### src/design/fcd_pkg.sv
`timescale 1ns / 1ps
// ----------------------------------------------------------------------------
// fcd_pkg
// Shared constants, command codes, the row store request and a mask helper
// for the formal context derivation block.
// ----------------------------------------------------------------------------
package fcd_pkg;

    localparam int DEF_MAX_OBJECTS    = 64;
    localparam int DEF_MAX_ATTRIBUTES = 64;

    localparam int SET_W   = 64;
    localparam int IDX_W   = 6;
    localparam int COUNT_W = 7;

    localparam logic [2:0] CMD_WRITE_CELL  = 3'd0;
    localparam logic [2:0] CMD_READ_CELL   = 3'd1;
    localparam logic [2:0] CMD_ROW         = 3'd2;
    localparam logic [2:0] CMD_COLUMN      = 3'd3;
    localparam logic [2:0] CMD_DERIVE_ATTR = 3'd4;
    localparam logic [2:0] CMD_DERIVE_OBJ  = 3'd5;
    localparam logic [2:0] CMD_CLOSE_ATTR  = 3'd6;
    localparam logic [2:0] CMD_CLOSE_OBJ   = 3'd7;

    localparam logic CFG_NUM_OBJECTS    = 1'b0;
    localparam logic CFG_NUM_ATTRIBUTES = 1'b1;

    typedef struct packed {
        logic             rd_en;
        logic [IDX_W-1:0] rd_addr;
        logic             wr_en;
        logic [IDX_W-1:0] wr_addr;
        logic [SET_W-1:0] wr_data;
    } mem_req_t;

    // Mask with the lowest n bits set; an n of 64 or more gives all ones.
    function automatic logic [SET_W-1:0] low_mask(input logic [COUNT_W-1:0] n);
        logic [SET_W-1:0] m;
        if (n >= COUNT_W'(SET_W)) begin
            m = '1;
        end
        else begin
            m = (SET_W'(1) << n[IDX_W-1:0]) - SET_W'(1);
        end
        return m;
    endfunction

endpackage

### src/design/fcd_row_store.sv
`timescale 1ns / 1ps
// ----------------------------------------------------------------------------
// fcd_row_store
// Relation memory, one row per object, with a registered synchronous read.
// Per-row valid bits cleared at reset make never-written rows read as zero.
// ----------------------------------------------------------------------------
module fcd_row_store #(
    parameter int MAX_OBJECTS    = fcd_pkg::DEF_MAX_OBJECTS,
    parameter int MAX_ATTRIBUTES = fcd_pkg::DEF_MAX_ATTRIBUTES
) (
    input  logic                     clk,
    input  logic                     rst_n,
    input  fcd_pkg::mem_req_t        req,
    output logic [fcd_pkg::SET_W-1:0] rd_data
);

    localparam int AW = (MAX_OBJECTS > 1) ? $clog2(MAX_OBJECTS) : 1;

    logic [MAX_ATTRIBUTES-1:0] mem [MAX_OBJECTS];
    logic [MAX_ATTRIBUTES-1:0] rd_data_reg;
    logic [MAX_OBJECTS-1:0]    row_valid_reg;
    logic                      rd_valid_reg;

    always_ff @(posedge clk)
    begin
        if (req.wr_en)
        begin
            mem[req.wr_addr[AW-1:0]] <= req.wr_data[MAX_ATTRIBUTES-1:0];
        end
        if (req.rd_en)
        begin
            rd_data_reg <= mem[req.rd_addr[AW-1:0]];
        end
    end

    always_ff @(posedge clk or negedge rst_n)
    begin
        if (!rst_n)
        begin
            row_valid_reg <= '0;
            rd_valid_reg  <= 1'b0;
        end
        else
        begin
            if (req.wr_en)
            begin
                row_valid_reg[req.wr_addr[AW-1:0]] <= 1'b1;
            end
            if (req.rd_en)
            begin
                rd_valid_reg <= row_valid_reg[req.rd_addr[AW-1:0]];
            end
        end
    end

    assign rd_data = rd_valid_reg ? fcd_pkg::SET_W'(rd_data_reg) : '0;

endmodule

### config.mk
export PLATFORM = sky130hd
export DESIGN_NAME = fcd_row_store
export DESIGN_NICKNAME = d
export VERILOG_FILES = /design/src/design/fcd_pkg.sv /design/src/design/fcd_row_store.sv
export SDC_FILE = /design/constraint.sdc
export NUM_CORES = 2
export LEC_CHECK = 0
export ABC_CLOCK_PERIOD_IN_PS = 1900
export BUFFER_PORTS_ARGS = -buffer_cell sky130_fd_sc_hd__buf_4
export CORE_MARGIN = 4
export CORE_UTILIZATION = 55
export CTS_CLUSTER_DIAMETER = 150
export DETAILED_ROUTE_END_ITERATION = 7
export GPL_ROUTABILITY_DRIVEN = 0
export PLACE_DENSITY = 0.81
export SYNTH_ARGS = -nofsm -noshare
export SYNTH_HDL_FRONTEND = slang
export SYNTH_SLANG_ARGS = --single-unit
### constraint.sdc
create_clock -name clk -period 1.9 [get_ports clk]
set_input_delay 0.19 -clock clk [delete_from_list [all_inputs] [get_ports clk]]
set_output_delay 0.19 -clock clk [all_outputs]
set_load 0.01 [all_outputs]
==> out/metrics.sh <==
WORST-ENDPOINT-REQUIRED_NS=2.53
TIMING.CRITICAL_PATH.FROM_TYPE='flop'
SEQUENTIALPOWERSHARE_PCT=53.2
SWITCHING_SHARE_PCT=22.0
CLKTRANSATPATHREGS_NS=0.07
TIMING_HOLD_VIOLATIONS_FINAL=0
GRT_PASS1_VIAS=86431
DRC=0
FINISH_STAGE_SETUP_VIOLS=126
VIOLATIONS_IN_THE_FINAL_REPORTS='negative setup slack'
GRT_START_MAX_NET_PINS=65
DRTITER0DRC=16730
TIMING.FINAL.MAX_SLEW_VIOLATIONS=0
DRT_FIRST_PASS_ITERS=6
NETS=7427
POWER-PER-CELL-AREA_nW_PER_UM2=1030
HOLD_PATH_CLASS='in -> reg'
DESIGN.CORE.AREA_UM2=289000
CTS_TREE='done'
POST_SYNTH_INST_COUNT=6310
POST_ROUTE_CELLS_DRIVE_ABOVE_1_SHARE_PCT=39.0
MOSTFREQUENTLAYOUTCELLS='sky130_fd_sc_hd__edfxtp_1 (4160), sky130_fd_sc_hd__mux4_2 (1289), sky130_fd_sc_hd__buf_4 (474), sky130_fd_sc_hd__buf_12 (408), sky130_fd_sc_hd__clkbuf_16 (403)'
PLACEMENT_ROWS=197
CLOCKPOWERSHARE_PCT=41.1
MAXSLEWHEADROOM_PCT=35.5
FINCLKSKEW_NS=0.0535
POSTLAYOUTCOREUTIL_PCT=65.7
RESULT_OF_THE_RUN='finished, violations left'
NUMCTSBUFFERS=400
PLACED_INSTANCE_AREA_UM2=176000
NUMBER_OF_FLIP_FLOPS_IN_THE_LARGEST_REGISTER=4096
STARTING_DENSITY_OF_THE_CORE_PCT=55.4
FINAL_ANTENNA_NET_COUNT=0
SYNTH.YOSYS.WARNINGS=0
ANTENNA_VIOLATIONS_BEFORE_REPAIR=40
ENDPOINT_KIND='flop'
CTS_MAX_LEVEL=5
GATE_POWER_SHARE_PCT=5.7
WORSTSKEWPAIRLATENCY_NS=0.92
FINAL_CELL_AREA_UM2=190000
PATH_MAX_FANOUT=1
MAXCAP_VIOL_COUNT=0
YS_SEQ_AREA_SHARE_PCT=79.2
DRT_TOTAL_WL_UM=514000
INTERNAL_POWER_mW=153
GLOBALROUTETOTALUTIL_PCT=34.5
TIMING_WORST_SETUP_PATH_TYPE='reg -> reg'
DRT-VIAS-PER-INSTANCE=7.25
GRT_FIRST_PASS_WIRELENGTH_UM=712000
DETAILROUTE.VIA_COUNT=84038
MOST_COMMON_CELL_AFTER_LAYOUT_FILL_AND_TAPS_ASIDE='sky130_fd_sc_hd__edfxtp_1'
FINAL.PERIOD_UTILIZATION_PCT=121
NUMPORTBUFFERS=143
SYNTHESIS.AREA_UM2=160000
NUM_IO_PINS=144
POSTSYNTHAREAPERCELL_UM2=25.3
MAX_SLEW.WORST_PIN.SLEW_NS=0.967
SWITCHING_POWER_mW=43.1
SYN-NUM-NETS=6390
FINALWORSTSETUPSLACK_NS=-0.406
YS_TYPES=29
WORST_IR_DROP_VDD_mV=1.06
GRT_REMAINING_OVERFLOW=0
DIE_H_UM=547
CLOCK_TREE.ROOT_CELL='sky130_fd_sc_hd__clkbuf_16'
DETAILEDPLACE.WORSTSLACK_NS=-1.06
WL_PER_CELL_UM=44.4
POST-ROUTE-MIN-PERIOD_NS=2.31
FILLERINSTANCES=16221
MAX_CLOCK_FREQ_GHz=0.434
DETAILED_PLACE_HPWL_UM=267000
DIE_X_UM=547
POST_CTS_BUFFERS=0
RSZ0062_AT_GRT='yes'
CTS_SINKS=4225
POWER.LEAKAGE_nW=60.3
FLOW.AREA_GROWTH_FROM_SYNTHESIS_PCT=18.8
CRITICAL_PATH_ARRIVAL_NS=2.94
CTS-ROOT-TO-SINK-BUFFERS=4
YS_FF_LATCH=4225
FIN_TOTAL_PWR_mW=196
FLOORPLAN.DIE_AREA_UM2=299000
-- cells by family (layout without fill, tap and decap cells) --
kind of cell / count (synthesis) / in the layout / synth area share, %
AO/OA/AOI/OAI: 139 / 139 / 0.653
other: 0 / 31 / 0
AND/OR/NAND/NOR: 300 / 300 / 0.948
flip-flops: 4225 / 4225 / 79.2
multiplexers: 1309 / 1309 / 18.3
buffers and inverters: 337 / 1700 / 0.900
-- worst max-delay path, cell delays in order, from the launching register on --
cell and delay [ns]:
sky130_fd_sc_hd__edfxtp_1 0.43, sky130_fd_sc_hd__mux4_2 0.51, sky130_fd_sc_hd__mux4_2 0.51, sky130_fd_sc_hd__a22oi_2 0.41, sky130_fd_sc_hd__nand2_1 0.14
-- area by class of cell --
| class | instances | area (um^2) | area share (%) |
|---|---|---|---|
| diodes | 31 | 77.6 | 0.0409 |
| clock inverters | 233 | 2260 | 1.19 |
| inverters | 3 | 11.3 | 0.00593 |
| multi-input cells | 1748 | 32900 | 17.3 |
| repair buffers | 969 | 12600 | 6.66 |
| well taps | 3880 | 4850 | 2.56 |
| clock buffers | 495 | 10500 | 5.51 |
| flip-flops and latches | 4225 | 127000 | 66.7 |
-- layer usage --
layer | wire length, um | GRT usage, % | up-vias
met5 | 106 | 0 | -
met4 | 42300 | 22.6 | 16
met3 | 72900 | 8.95 | 2179
met2 | 248000 | 54.7 | 9191
met1 | 151000 | 42.6 | 43015
li1 | - | - | 29637
-- per-stage QoR --
step | hold slack (ns) | instances | setup TNS (ns)
2_1_floorplan | -0.106 | 6310 | -2341.58
4_1_cts | 0.0530 | 11553 | -31.33
6_report | 0.133 | 11584 | -28.84
5_1_grt | 0.110 | 11564 | -31.75
3_5_place_dp | 0.138 | 10757 | -71.18
3_3_place_gp | 0.130 | 10757 | -54.43
-- final timing paths --
kind / startpoint / end / slack (ns) / depth (start not counted)
worst min-delay path: req[72] / rd_data_reg[31]$_DFFE_PP_ / 0.13 / 4
max in group asynchronous: rst_n / row_valid_reg[28]$_DFFE_PN0P_ / 1.28 / 4
min in group asynchronous: rst_n / row_valid_reg[17]$_DFFE_PN0P_ / 0.37 / 4
worst max-delay path: mem[44][55]$_DFFE_PP_ / rd_data_reg[55]$_DFFE_PP_ / -0.41 / 4
worst min register to register: row_valid_reg[63]$_DFFE_PN0P_ / row_valid_reg[63]$_DFFE_PN0P_ / 0.47 / 1
worst max register to register: mem[44][55]$_DFFE_PP_ / rd_data_reg[55]$_DFFE_PP_ / -0.41 / 4
-- cells in the mapped netlist (all sizes together) --
library cell	instances	area, um^2
dfrtp	65	1630
a211oi	1	7.51
nor2b	7	43.8
inv	3	11.3
clkbuf	182	683
a22oi	132	991
nand2b	3	18.8
a21oi	1	5.00
nor3	2	10.0
nand2	74	278
nor2	68	255
or2	65	407
mux4	1289	29000
a31oi	2	12.5
nand4	1	6.26
nand3	10	50.1
buf	152	743
or3	1	6.26
mux2i	20	200
nand4b	1	8.76
edfxtp	4160	125000
or3b	1	8.76
a311oi	2	17.5
and2	65	407
a41o	1	10.0
nand3b	2	15.0
-- repair_timing --
item	CTS	global route
hold buffers	74	0
resized for setup	112	22
endpoints found under the hold margin	4310	0
endpoints found under the setup margin	128	128
pin swaps	68	10
-- power groups by stage --
stage          registers (mW)  logic, mW  clock network (mW)
3_5_place_dp              106       10.2                   0
6_report                  104       11.2                80.4
3_3_place_gp              106       9.80                   0
4_1_cts                   104       11.0                80.6
2_1_floorplan             106       5.49                   0
5_1_grt                   104       11.6                84.7
Note: power is estimated with default switching activity, not from simulation.
